--- src/hdl/lvc_pkg.sv ---
package lvc_pkg;

   // number of stored clip planes of a spot light
   localparam int NUM_PLANES = 6;

   // sqrt(3) with 16 fraction bits
   localparam logic [16:0] SQRT3_Q16 = 17'd113512;

   // configuration register indexes
   localparam logic [2:0] CSR_LIGHT_MODE  = 3'd0;
   localparam logic [2:0] CSR_LIGHT_POS_X = 3'd1;
   localparam logic [2:0] CSR_LIGHT_POS_Y = 3'd2;
   localparam logic [2:0] CSR_LIGHT_POS_Z = 3'd3;
   localparam logic [2:0] CSR_ATT_END     = 3'd4;

   // light modes and item commands
   localparam logic MODE_SPOT = 1'b0;
   localparam logic MODE_OMNI = 1'b1;
   localparam logic CMD_WRITE_PLANE = 1'b0;
   localparam logic CMD_CLASSIFY    = 1'b1;

   typedef enum logic [1:0] {
      COV_OUTSIDE = 2'd0,
      COV_PARTIAL = 2'd1,
      COV_INSIDE  = 2'd2
   } cov_type;

   typedef struct packed {
      logic signed [15:0] nx;
      logic signed [15:0] ny;
      logic signed [15:0] nz;
      logic signed [15:0] off;
   } plane_type;

   // per-plane result: cube wholly behind, cube not wholly in front
   typedef struct packed {
      logic behind;
      logic not_front;
   } plane_flags_type;

   // sphere result: cube wholly inside, cube touches the sphere
   typedef struct packed {
      logic enclosed;
      logic touch;
   } sph_flags_type;

endpackage

--- src/hdl/lvc_plane_eval.sv ---
module lvc_plane_eval import lvc_pkg::*; (
   input  logic               clock,
   input  logic               adv,
   input  plane_type          entry,
   input  logic signed [15:0] cx,
   input  logic signed [15:0] cy,
   input  logic signed [15:0] cz,
   input  logic        [19:0] radius,
   output plane_flags_type    flags
);

   logic signed [31:0] px_ff, py_ff, pz_ff;
   logic signed [31:0] px_in, py_in, pz_in;
   logic signed [15:0] off_ff;
   logic signed [33:0] dist_ff, dist_in;
   logic signed [33:0] lim;
   plane_flags_type    flags_ff, flags_in;

   assign px_in = entry.nx * cx;
   assign py_in = entry.ny * cy;
   assign pz_in = entry.nz * cz;

   // distance at 14 fraction bits
   assign dist_in = 34'(px_ff) + 34'(py_ff) + 34'(pz_ff)
                  + {{4{off_ff[15]}}, off_ff, 14'b0};

   assign lim = signed'({4'b0, radius, 10'b0});

   assign flags_in.behind    = (dist_ff <= -lim);
   assign flags_in.not_front = (dist_ff <= lim);

   always_ff @(posedge clock) begin
      if (adv) begin
         px_ff    <= px_in;
         py_ff    <= py_in;
         pz_ff    <= pz_in;
         off_ff   <= entry.off;
         dist_ff  <= dist_in;
         flags_ff <= flags_in;
      end
   end

   assign flags = flags_ff;

endmodule

--- config.mk ---
export PLATFORM = sky130hd
export DESIGN_NAME = lvc_plane_eval
export DESIGN_NICKNAME = d
export VERILOG_FILES = /design/src/hdl/lvc_pkg.sv /design/src/hdl/lvc_plane_eval.sv
export SDC_FILE = /design/constraint.sdc
export NUM_CORES = 2
export LEC_CHECK = 0
export BUFFER_PORTS_ARGS = -buffer_cell sky130_fd_sc_hd__buf_2
export CAP_MARGIN = 20
export CORE_UTILIZATION = 45
export DETAILED_ROUTE_END_ITERATION = 16
export PLACE_DENSITY = 0.67
export SLEW_MARGIN = 30
export SYNTH_ARGS = -nofsm -noshare
export SYNTH_HDL_FRONTEND = slang
export SYNTH_SLANG_ARGS = --single-unit
export TNS_END_PERCENT = 10
--- constraint.sdc ---
create_clock -name clock -period 8.86 [get_ports clock]
set_clock_uncertainty 0.15 [all_clocks]
set_input_delay 2.658 -clock clock [delete_from_list [all_inputs] [get_ports clock]]
set_output_delay 2.658 -clock clock [all_outputs]
set_load 0.03 [all_outputs]
Word level (Yosys, flattened, before mapping). Cells that the tools add are included.

Bits in registers: 148. Bits of input ports: 134. Output and inout bits: 2.

Add/sub/neg operators: 4. Multipliers: 3. Magnitude comparators: 2.

Operator list (number): 16-bit by 16-bit multiplier with 32-bit output (3); 33-bit by 32-bit adder with 34-bit output (1); 34-bit adder (1); 34-bit by 31-bit <= comparator with 1-bit output (1); 34-bit <= comparator (1); 30-bit negation with 34-bit output (1); 32-bit by 32-bit adder with 33-bit output (1).

Logic depth before layout (Yosys ltp).
Depth after elaboration: 3. Mapped depth: 24. Mapped depth without buffers: 23.

Least setup slack after synthesis. No wires, ideal clock.

Kind: input-to-reg. Start point: input port entry[63] in the netlist's numbering. End point: register px_ff[31] (data pin). Library setup time: 0.260 ns. Arrival time: 8.307 ns. Required time: 8.450 ns. Path slack: 0.144 ns. Cell stages on the path: 21. Path buffers: 1. Cells stage by stage: clkbuf_1 -> nand2_1 -> inv_1 -> fa_1 -> fa_1 -> fa_1 -> fa_1 -> fa_1 -> inv_1 -> fa_1 -> inv_1 -> ha_1 -> a21o_1 -> a21o_1 -> a211o_1 -> a21oi_2 -> o21ai_1 -> or4_1 -> a31o_1 -> a21oi_2 -> xnor2_1.

Longest elaborated chain between the ends: 1.

Ends and longest elaborated chain: start, declared (RTL line lvc_plane_eval.sv:4) `input plane_type entry,`; 16-bit by 16-bit multiplier with 32-bit output (RTL line lvc_plane_eval.sv:19) `assign px_in = entry.nx * cx;`; named net px_in[31] (RTL line lvc_plane_eval.sv:13) `logic signed [31:0] px_in, py_in, pz_in;`; end signal, assigned (RTL line lvc_plane_eval.sv:34) `px_ff <= px_in;`; end, declared (RTL line lvc_plane_eval.sv:12) `logic signed [31:0] px_ff, py_ff, pz_ff;`.

The timed path passes the listed nets, and every way through them passes these cells. A chain may end at the register's enable or synchronous reset.

Worst setup path in the final report.
Start point: input port cx[4]. End point: register px_ff[31] (data pin).

Longest elaborated chain between the ends: 1.

Ends and longest elaborated chain: start, declared (RTL line lvc_plane_eval.sv:5) `input logic signed [15:0] cx,`; 16-bit by 16-bit multiplier with 32-bit output (RTL line lvc_plane_eval.sv:19); named net px_in[31] (RTL line lvc_plane_eval.sv:13).

The timed path passes the listed nets, and every way through them passes these cells.

==> metrics.md <==
| Metric | Value |
|---|---|
| Highest metal used | met5 |
| Maximum Capacitance Violations | 0 |
| Final Instance Count excl. Fillers | 5,072 |
| Final Max Slew Viols | 0 |
| TritonCTS clock tree | done |
| Wire length on met2 | 41,480 µm |
| Post-CTS Setup Bufs | 0 |
| Detail Route Antenna Nets | 0 |
| Endpoints failing setup | 0 |
| Post-synth cell types | 57 |
| Area of the core | about 83,000 µm² |
| Clock Latency Late Sink | between 0.4 and 0.5 ns |
| Slew at the pin closest to its max-slew limit | 0.7417 ns |
| Area Growth Syn to Fin | 7.837% |
| Vias | roughly 26,000 |
| Number of nets in the finished design | around 5,300 |
| Number of input and output port buffers inserted | ~140 |
| Metal1 wirelength | 36,540 µm |
| Filler instances | between 7,000 and 8,000 |
| Worst path buffer plus inverter count | 4 |
| Routed met3 length | about 4700 µm |
| Cells after Synth | 3,833 |
| First-pass GRT wire length | around 140,000 µm |
| Cells along the critical path | buf_2 > nand2_1 > fa_1 > inv_1 > fa_1 > fa_1 > fa_1 > fa_1 > inv_1 > fa_1 > inv_1 > ha_1 > a21o_1 > a21o_1 > a211o_1 > a21oi_2 > o21ai_1 > or4_1 > a31o_1 > a21oi_2 > xnor2_1 |
| Critical setup path kind | in -> reg |
| Core Rows | roughly 110 |
| Endpoint class of the critical path | register |
| Last weighted congestion value of the routability-driven placer | 0.9169 |
| Largest net degree at the start of global routing | 82 |
| I/O pins | about 140 |
| Share of layout cells above drive strength 1 | ~7% |
| Most used flip-flop cell after synthesis | sky130_fd_sc_hd__edfxtp_1 |
| EDFF count, synth | approximately 150 |
| Area enclosed by the die boundary | 85,070 µm² |
| Antenna violations before repair | 13 |
| First DRT Iteration DRCs | ~1,600 |
| Setup repair after global routing missed its margin | no |
| CP most frequent cell | sky130_fd_sc_hd__fa_1 |
| Number of iterations in the first detailed-routing pass | 7 |
| Standard cell with the maximum stage delay on the critical path | sky130_fd_sc_hd__fa_1 |
| Post-DR wirelength/cell | 16.76 µm |
| Path type of the worst min-delay path | reg -> reg |
| Share of the yosys chip area belonging to registers | around an eighth |
| Hold buffer count at CTS | 0 |
| Crit start category | input pin |
| Horiz. Die Dim | 291.7 µm |
| Share of synthesized flip-flops with an asynchronous set or reset | 0% |
| Cell area after synthesis | between 30,000 and 40,000 µm² |
| Max transition margin | 50.55% |
| Setup TNS | 0 ns |
| Crit-path max FO | 16 |
| Clock-pin slew on the worst setup and hold paths | 0.07 ns |
| Time the worst path needs with I/O delays and setup | ~8.4 ns |
| DRC violations left | 0 |
| Vias per std cell | between 5 and 6 |
| Total global-route track usage | a little over a fifth |
| Clock Path Buffers | 2 |
| Clock Sinks | approximately 150 |
| Cts bufs inserted | 17 |
| Initial core utilization | roughly 46% |
| Gates resized, CTS repair | 0 |
| Post-route clock period utilization | between 90% and 100% |
| Warnings from Yosys | 0 |
| Category of cells accounting for the largest share of critical-path delay | adder cells |
| Average footprint of a synthesized cell | 9.851 µm² |
| Number of H-tree branching levels | 4 |
| Global route total overflow | 0 |
| Data required time at the worst endpoint | about 9 ns |
| Routed Wire Length | about 85,000 µm |
| Data arrival, critical path | between 8 and 9 ns |
| Placed wire-length estimate | ~73,000 µm |
| Clock root buffer master | sky130_fd_sc_hd__clkbuf_16 |
| Vias in the first global route | around 28,000 |
| Y dimension of the die | around 300 µm |
| Flop and latch count out of synthesis | 148 |
| Slowest Stage Delay on Critical Path | about 0.55 ns |
| Number of placed instances with taps included | 5,033 |
| Highest clock frequency the design can meet | around 120 MHz |
| Final Hold Violating Endpoints | 0 |
| Post-synth net total | 5,140 |
| Run status | completed |
==> through the flow <==
step / setup WS [ns] / hold slack, ns / instance area [µm²] / utilization (%)
finish: 0.4718 / 0.5691 / 40720 / 49.35
global route: 0.1378 / 0.5697 / 40720 / 49.35
CTS: 0.4823 / 0.5545 / 40700 / 49.33
detailed placement: 0.02707 / 0.5452 / 40110 / 48.61
global placement: 0.07700 / 0.5527 / 40110 / 48.61
floorplan: 0.1435 / 0.3943 / 37760 / -
==> final timing paths <==
check	to	depth (start not counted)	startpoint	slack [ns]
hold reg to reg	flags[0]	1	dist_ff[33]	0.57
hold / removal	flags[0]	1	dist_ff[33]	0.57
setup / recovery	px_ff[31]	21	cx[4]	0.47
setup reg to reg	dist_ff[32]	13	px_ff[2]	4.46
==> kinds of logic (layout without fill, tap and decap cells) <==
group,count (synthesis),in the layout,synth area share [%]
adder cells (fa/ha/maj),1173,1173,55.53
AND/OR/NAND/NOR,1020,1020,13.42
buffers and inverters,1005,1167,9.991
AO/OA/AOI/OAI,337,337,5.806
XOR/XNOR,150,150,3.479
flip-flops,148,148,11.77
other,0,7,0
==> cells in the final DEF, fill, tap and decap left out, types with 17 or more instances in the layout <==
cell type | netlist | routed
sky130_fd_sc_hd__a211oi_1 | 26 | 26
sky130_fd_sc_hd__a21o_1 | 44 | 44
sky130_fd_sc_hd__a21oi_1 | 89 | 89
sky130_fd_sc_hd__and2_1 | 365 | 365
sky130_fd_sc_hd__buf_2 | 0 | 134
sky130_fd_sc_hd__buf_4 | 0 | 92
sky130_fd_sc_hd__clkbuf_16 | 0 | 17
sky130_fd_sc_hd__edfxtp_1 | 148 | 148
sky130_fd_sc_hd__fa_1 | 838 | 838
sky130_fd_sc_hd__ha_1 | 335 | 335
sky130_fd_sc_hd__inv_1 | 907 | 907
sky130_fd_sc_hd__nand2_1 | 408 | 408
sky130_fd_sc_hd__nand2b_1 | 20 | 20
sky130_fd_sc_hd__nand3_1 | 22 | 22
sky130_fd_sc_hd__nor2_1 | 104 | 104
sky130_fd_sc_hd__nor3_1 | 22 | 22
sky130_fd_sc_hd__o21a_1 | 21 | 21
sky130_fd_sc_hd__o21ai_0 | 51 | 51
sky130_fd_sc_hd__o21ai_1 | 17 | 17
sky130_fd_sc_hd__xnor2_1 | 122 | 122
sky130_fd_sc_hd__xor2_1 | 28 | 28
==> worst reg2reg max path: cells and delay by family, from the launching register on <==
family | cells | cell delay [ns]
AOI/OAI and AO/OA | 7 | 1.84
adders and majority gates | 4 | 1.50
DFF | 1 | 0.43
xor gates and xnor gates | 1 | 0.11
and+or+nand+nor | 1 | 0.11
==> sequential cells by signal, summed over array words and instances (netlist names) <==
register  flops
flags         2
dist_ff      34
px_ff        32
py_ff        32
off_ff       16
pz_ff        32
==> layer usage <==
layer | vias to the layer above | global-route usage [%]
met5 | - | 0
met4 | 10 | 6.252
met3 | 127 | 2.641
met2 | 658 | 34.90
met1 | 13200 | 28.84
li1 | 11950 | -
==> synthesized netlist by cell type, drive strengths merged, types with 4 or more instances <==
library cell,n,area share [%]
xnor2,122,2.8
o21bai,15,0.30
fa,838,44
a2111oi,5,0.12
nand4,14,0.23
nor4,10,0.17
o31ai,4,0.080
ha,335,11
clkbuf,97,0.96
a31oi,11,0.20
a211o,8,0.19
nor2,104,1.0
o21a,21,0.42
nand2b,20,0.33
nand2,408,4.1
o41ai,4,0.093
nor3,22,0.29
nor2b,15,0.25
a211oi,26,0.52
xor2,28,0.65
and3,13,0.22
or2,8,0.13
o22ai,4,0.066
and2,365,6.0
a21oi,92,1.2
or3,8,0.13
o21ai,68,0.90
inv,907,9.0
a21o,44,0.87
o211ai,10,0.20
nand3,22,0.29
edfxtp,148,12
==> area by class of cell <==
cell class | instances | area (µm²) | share of cell area, %
Clock buffer | 18 | 429.2 | 1.054
Sequential cell | 148 | 4444 | 10.92
Timing Repair Buffer | 228 | 1384 | 3.399
Multi-Input combinational cell | 2680 | 29540 | 72.55
Clock inverter | 14 | 157.7 | 0.3872
Inverter | 907 | 3405 | 8.362
Tap cell | 1070 | 1339 | 3.288
Antenna cell | 7 | 17.52 | 0.04302
Power is left out: the tool's default activity adds up to more than one toggle a clock period on the data nets, which glitch-free logic cannot reach.
