`config.mk`:
```
export PLATFORM = sky130hd
export DESIGN_NAME = lvc_sphere_eval
export DESIGN_NICKNAME = d
export VERILOG_FILES = /design/src/hdl/lvc_pkg.sv /design/src/hdl/lvc_sphere_eval.sv
export SDC_FILE = /design/constraint.sdc
export NUM_CORES = 2
export LEC_CHECK = 0
export ABC_AREA = 0
export BUFFER_PORTS_ARGS = -buffer_cell sky130_fd_sc_hd__clkbuf_2
export CORE_ASPECT_RATIO = 0.7
export CORE_MARGIN = 3
export CORE_UTILIZATION = 35
export DETAILED_ROUTE_END_ITERATION = 8
export HOLD_SLACK_MARGIN = 0.1
export PLACE_DENSITY = 0.57
export SLEW_MARGIN = 20
export SYNTH_ARGS = -nofsm -noshare
export SYNTH_HDL_FRONTEND = slang
export SYNTH_SLANG_ARGS = --single-unit
```
`constraint.sdc`:
```
create_clock -name clock -period 7.1 [get_ports clock]
set_input_delay 1.065 -clock clock [delete_from_list [all_inputs] [get_ports clock]]
set_output_delay 1.065 -clock clock [all_outputs]
set_load 0.03 [all_outputs]
```
`src/hdl/lvc_pkg.sv`:
```
package lvc_pkg;

   // number of stored clip planes of a spot light
   localparam int NUM_PLANES = 6;

   // sqrt(3) with 16 fraction bits
   localparam logic [16:0] SQRT3_Q16 = 17'd113512;

   // configuration register indexes
   localparam logic [2:0] CSR_LIGHT_MODE  = 3'd0;
   localparam logic [2:0] CSR_LIGHT_POS_X = 3'd1;
   localparam logic [2:0] CSR_LIGHT_POS_Y = 3'd2;
   localparam logic [2:0] CSR_LIGHT_POS_Z = 3'd3;
   localparam logic [2:0] CSR_ATT_END     = 3'd4;

   // light modes and item commands
   localparam logic MODE_SPOT = 1'b0;
   localparam logic MODE_OMNI = 1'b1;
   localparam logic CMD_WRITE_PLANE = 1'b0;
   localparam logic CMD_CLASSIFY    = 1'b1;

   typedef enum logic [1:0] {
      COV_OUTSIDE = 2'd0,
      COV_PARTIAL = 2'd1,
      COV_INSIDE  = 2'd2
   } cov_type;

   typedef struct packed {
      logic signed [15:0] nx;
      logic signed [15:0] ny;
      logic signed [15:0] nz;
      logic signed [15:0] off;
   } plane_type;

   // per-plane result: cube wholly behind, cube not wholly in front
   typedef struct packed {
      logic behind;
      logic not_front;
   } plane_flags_type;

   // sphere result: cube wholly inside, cube touches the sphere
   typedef struct packed {
      logic enclosed;
      logic touch;
   } sph_flags_type;

endpackage

```
`src/hdl/lvc_sphere_eval.sv`:
```
module lvc_sphere_eval import lvc_pkg::*; (
   input  logic               clock,
   input  logic               adv,
   input  logic signed [15:0] pos_x,
   input  logic signed [15:0] pos_y,
   input  logic signed [15:0] pos_z,
   input  logic        [14:0] att_end,
   input  logic signed [15:0] cx,
   input  logic signed [15:0] cy,
   input  logic signed [15:0] cz,
   input  logic        [19:0] radius,
   output sph_flags_type      flags
);

   logic signed [16:0] dx_ff, dy_ff, dz_ff;
   logic signed [16:0] dx_in, dy_in, dz_in;
   logic signed [33:0] sqx_full, sqy_full, sqz_full;
   logic        [31:0] sqx_ff, sqy_ff, sqz_ff;
   logic        [18:0] att_scaled;
   logic        [20:0] outer_ff, outer_in;
   logic        [19:0] inner_ff, inner_in;
   logic               a_gt_r_ff, a_gt_r_in;
   logic        [41:0] d2_ff, d2_in;
   logic        [41:0] outer_sq_ff, outer_sq_in;
   logic        [41:0] inner_sq_ff, inner_sq_in;
   logic               a_gt_r3_ff;

   assign dx_in = {pos_x[15], pos_x} - {cx[15], cx};
   assign dy_in = {pos_y[15], pos_y} - {cy[15], cy};
   assign dz_in = {pos_z[15], pos_z} - {cz[15], cz};

   assign sqx_full = dx_ff * dx_ff;
   assign sqy_full = dy_ff * dy_ff;
   assign sqz_full = dz_ff * dz_ff;

   // radius at 4 fraction bits
   assign att_scaled = {att_end, 4'b0};
   assign outer_in   = 21'(att_scaled) + 21'(radius);
   assign a_gt_r_in  = 20'(att_scaled) > radius;
   assign inner_in   = a_gt_r_in ? (20'(att_scaled) - radius) : 20'd0;

   assign d2_in       = {34'(sqx_ff) + 34'(sqy_ff) + 34'(sqz_ff), 8'b0};
   assign outer_sq_in = outer_ff * outer_ff;
   assign inner_sq_in = 42'(inner_ff * inner_ff);

   always_ff @(posedge clock) begin
      if (adv) begin
         dx_ff       <= dx_in;
         dy_ff       <= dy_in;
         dz_ff       <= dz_in;
         sqx_ff      <= sqx_full[31:0];
         sqy_ff      <= sqy_full[31:0];
         sqz_ff      <= sqz_full[31:0];
         outer_ff    <= outer_in;
         inner_ff    <= inner_in;
         a_gt_r_ff   <= a_gt_r_in;
         d2_ff       <= d2_in;
         outer_sq_ff <= outer_sq_in;
         inner_sq_ff <= inner_sq_in;
         a_gt_r3_ff  <= a_gt_r_ff;
      end
   end

   assign flags.enclosed = a_gt_r3_ff && (d2_ff < inner_sq_ff);
   assign flags.touch    = (d2_ff <= outer_sq_ff);

endmodule

```
# Word-level counts from Yosys, hierarchy flattened
# Cells that the tools add are included.
[totals]
reg_bits = 306
latchBits = 0
mem_bits_rw = 0
romBits = 0
inputBits = 133
out_inout_bits = 2
elab_cells = 29
memories = 0
[classes]
addsub = 7
mul = 5
n_div = 0
magnitude_cmp = 3
n_eq_ne = 0
shift = 0
muxes = 0
bitwise_logic = 0
reduce_logical = 1
[ops]
columns = ["op", "count"]
rows = [
  ["multiplier 17 x 17 -> 32 bit", 3],
  ["subtractor 16 x 16 -> 17 bit", 3],
  ["<= comparator 42 bit", 1],
  ["less-than comparator 42 x 40 -> 1 bit", 1],
  ["multiplier 21 x 21 -> 42 bit", 1],
  ["multiplier 20 x 20 -> 40 bit", 1],
  ["adder 33 x 32 -> 34 bit", 1],
  ["adder 32 x 32 -> 33 bit", 1],
  ["adder 19 x 20 -> 21 bit", 1],
  ["greater-than comparator 19 x 20 -> 1 bit", 1],
  ["subtractor 19 x 20 -> 20 bit", 1],
  ["logical AND 1 bit", 1],
]

# Longest topological paths before layout
[logic_depth]
depth_word = 2
mapped_depth = 28
mapped_depth_nobuf = 27

# Worst setup path before layout
# Ideal clock, no wire load.
[synth_path]
kind = "flip-flop to flip-flop"
from = "register outer_ff[3]"
to = "register outer_sq_ff[40], data pin"
setup_time_ns = 0.258
arrival_time_ns = 6.577
t_required_ns = 6.842
setup_slack_ns = 0.266
path_stages_with_launch = 29
path_buffers = 3
period_less_slack_ns = 6.834
path_cell_list = "edfxtp_1 > clkbuf_1 > clkbuf_1 > nand2_1 > fa_1 > inv_1 > fa_1 > inv_1 > fa_1 > inv_1 > fa_1 > inv_1 > fa_1 > inv_1 > fa_1 > inv_1 > fa_1 > inv_1 > ha_1 > clkbuf_1 > a21oi_1 > o21ai_0 > a2111oi_0 > a21boi_0 > o21ai_0 > a21oi_1 > o21ai_0 > a21oi_1 > xnor2_1"
[synth_between]
elab_chain_len = 1
[synth_lines]
columns = ["element", "line", "source"]
rows = [
  ["from (decl)", "lvc_sphere_eval.sv:20", "logic [20:0] outer_ff, outer_in;"],
  ["from (signal assigned)", "lvc_sphere_eval.sv:54", "outer_ff <= outer_in;"],
  ["multiplier 21 x 21 -> 42 bit", "lvc_sphere_eval.sv:43", "assign outer_sq_in = outer_ff * outer_ff;"],
  ["via outer_sq_in[40]", "lvc_sphere_eval.sv:24", "logic [41:0] outer_sq_ff, outer_sq_in;"],
  ["to (signal assigned)", "lvc_sphere_eval.sv:58", "outer_sq_ff <= outer_sq_in;"],
  ["to (decl)", "lvc_sphere_eval.sv:24", ""],
]
# The timed path passes the listed nets, and every way through them passes these cells.
# A chain may end at the register's enable or synchronous reset.

# Worst setup path after layout
[layout_path]
from = "register outer_ff[7]"
to = "register outer_sq_ff[37], data pin"
# Same word-level chain as after synthesis.

==> impl_results.md <==
- GRT overflow: 0
- Slowest-stage cell, CP: fa_1
- Critical Path End Type: flop
- Clk_lat worst skew: 0.64 ns
- Initial antenna violation count: 5
- Area delta synth->final: 10.7%
- H-tree depth: 2
- Most frequent cells in the layout: inv_1, fa_1, ha_1
- Final slew viol count: 0
- Most used cell, CP: fa_1
- Final Skew: 0.0568 ns
- Layout cells sized above 1: 8.23%
- Post-Syn Area: 68200 um2
- Final Setup Violations: 0
- I/O pin count: 135
- Synth Area per Inst: 9.86 um2
- Total clock sinks: 301
- # DRC: 0
- Vias per Instance: 4.67
- Sequential element share of the synthesized area: 13.2%
- First-pass GRT wire length: 275000 um
- Main combinational cell family by area after synthesis: adder cells
- Reg2reg end: outer_sq_ff[37]
- Die area: 200000 um2
- Post-DP Area: 73800 um2
- Syn Inst Count: 6920
- Fmax: 0.146 GHz
- 1st-pass router iterations: 7
- Detail Route Antenna Nets: 0
- CTS tree: done
- DRT iter0 DRCs: 2701
- Finished Cell Area: 75600 um2
- Core Region: 192000 um2
- Critical Path End: outer_sq_ff[37]
- Hold_buf cts: 0
- Root Buffer: clkbuf_16
- Synth Area in Compound Gates: 6.70%
- HPWL Detailed: 144000 um
- Post-synth cell types: 80
- GPL Wtd Cong: 0.927
- Largest net degree at the start of global routing: 127
- Fin nets: 9511
- Critical Path Fanout Max: 4
- Type of the most critical hold path: flop to flop
- Number of global-route vias before repair: 50200
- Relative slew slack: 41.3%
- Clock period minus worst slack: 6.86 ns
- WL/cell: 16.8 um
- Clock-pin slew on the worst setup and hold paths: 0.06 ns
- Die width: 534 um
- Final hold vios: 0
- Flop-to-flop setup slack: 0.24 ns
- Starting Density: 35.5%
- WL final: 166000 um
- Setup Crit Path Kind: flop to flop
- Max clock buf depth: 3
- Synth Area in Adders: 54.4%
- DIE HEIGHT: 375 um
- Worst R2R Start: outer_ff[7]
- Post-synthesis mux area share: 0.0990%
- Worst-path cell chain: buf_4 > buf_4 > and2_1 > fa_1 > inv_1 > fa_1 > inv_1 > fa_1 > fa_1 > fa_1 > fa_1 > inv_1 > fa_1 > inv_1 > ha_4 > nand4_1 > nor2_2 > nand4_1 > o22a_1 > a31o_4 > a31oi_4 > a21oi_2 > o21bai_1 > xor2_1
- Synth Area in XOR/XNOR: 4.04%
- Commonest non-fill, non-tap cell in the layout: inv_1
- CP required: 7.49 ns
- Critical path arrival: 7.25 ns
- Input/output buffers: 134
- Area share of and/or/nand/nor cells after synthesis: 10.2%
- Rows: 134
- Share of synthesized registers carrying an async set or reset: 0%
- Tot GR Track Use: 17.2%
- Status: finished clean
- Routed vias: 46100
- MaxCap Viol Count: 0
- Crit path launch: outer_ff[7]
- #FFs+latches synth: 301
- Largest stage delay, worst path: 0.60 ns
- Startpoint types: flop
- Worst Max-Slew Pin Slew: 0.880 ns
- Num CTS Buffers: 39
- Ys Warns: 0
- EDFF count, synth: 301
- Most used DFF post-synth: edfxtp_1
- Period utilization: 96.6%
- FF-to-FF path depth: 24
cells by family (layout without fill, tap and decap cells):
kind of cell | count (synthesis) | in the layout
AO/OA/AOI/OAI | 691 | 691
XOR/XNOR | 315 | 315
adder cells (fa/ha/maj) | 2126 | 2126
buffers and inverters | 2064 | 2423
flip-flops | 301 | 301
multiplexers | 6 | 6
other | 1 | 5
AND/OR/NAND/NOR | 1416 | 1416
critical path, delay by kind of cell, from the launching register on:
kind | cells | cell delay (ns)
adders and majority gates | 8 | 3.88
AOI/OAI and AO/OA | 5 | 1.05
and+or+nand+nor | 4 | 0.59
buffers and inverters | 6 | 0.55
DFF | 1 | 0.43
xor gates and xnor gates | 1 | 0.09
per-layer routing:
metal	track usage [%]	routed length (um)
met2	24.8	69100
met4	2.81	2580
met1	26.1	81500
met5	0	0
met3	4.28	12600
registers in the layout (all words and copies together) (netlist names):
name	cells
a_gt_r_ff	1
sqx_ff	31
outer_sq_ff	41
inner_ff	20
sqz_ff	31
outer_ff	21
dx_ff	17
sqy_ff	31
a_gt_r3_ff	1
d2_ff	34
inner_sq_ff	39
dy_ff	17
dz_ff	17
cells in the mapped netlist (all sizes together), types with 5 or more instances:
cell / count / area share (%)
a221oi: 9 / 0.12
xor2: 84 / 1.1
o31a: 7 / 0.090
nand2b: 47 / 0.43
a21o: 131 / 1.4
a31oi: 17 / 0.16
o31ai: 16 / 0.19
nand3b: 6 / 0.066
o2111ai: 7 / 0.090
o211ai: 11 / 0.12
inv: 1906 / 10
and2: 356 / 3.3
nand4: 29 / 0.27
nand2: 507 / 2.8
or2: 21 / 0.19
a31o: 8 / 0.10
nor3: 48 / 0.35
mux2: 6 / 0.099
or3: 13 / 0.12
o21a: 27 / 0.30
edfxtp: 301 / 13
ha: 726 / 13
a21oi: 213 / 1.6
nand3: 43 / 0.32
nor4: 13 / 0.12
nor2: 237 / 1.3
o311ai: 5 / 0.064
a211oi: 23 / 0.29
a21boi: 12 / 0.13
a2111oi: 11 / 0.18
nor2b: 45 / 0.41
xnor2: 231 / 3.0
fa: 1400 / 41
a211o: 9 / 0.12
o21bai: 35 / 0.39
o21ai: 109 / 0.80
clkbuf: 156 / 0.86
and3: 33 / 0.30
area by class of cell:
cell class | count | area, um2
fill | 19100 | 117000
multi-input combinational | 4558 | 51700
sequential | 301 | 9040
inverter | 1906 | 7150
tap | 2584 | 3230
timing repair buffer | 446 | 3170
clock buffer | 42 | 987
clock inverter | 29 | 308
antenna | 1 | 2.50
how the worst min path moves through the flow:
stage,end,start,depth (start not counted)
2_1_floorplan,a_gt_r3_ff,a_gt_r_ff,0
3_3_place_gp,a_gt_r3_ff,a_gt_r_ff,0
3_5_place_dp,a_gt_r3_ff,a_gt_r_ff,0
4_1_cts,a_gt_r3_ff,a_gt_r_ff,0
5_1_grt,a_gt_r3_ff,a_gt_r_ff,0
6_report,a_gt_r3_ff,a_gt_r_ff,0
per-stage QoR:
stage	hold WS (ns)	std cells	setup WS (ns)	utilization (%)	setup TNS, ns
floorplan	0.400	6923	0.266	-	0
detailed placement	0.405	9770	-0.0781	38.4	-0.158
global route	0.414	9867	-0.0404	39.3	-0.155
finish	0.411	9867	0.243	39.3	0
global placement	0.408	9770	-0.130	38.4	-0.211
CTS	0.410	9848	0.000918	39.1	0
what timing repair did:
action                     4_1_cts  5_1_grt
setup buffers                    7       18
gates resized for setup          3       55
setup endpoints to repair        5       33
pin swaps                        2       31
Power is not shown: default switching activity piles up to over one toggle a cycle in this logic, so the estimate is an artifact.
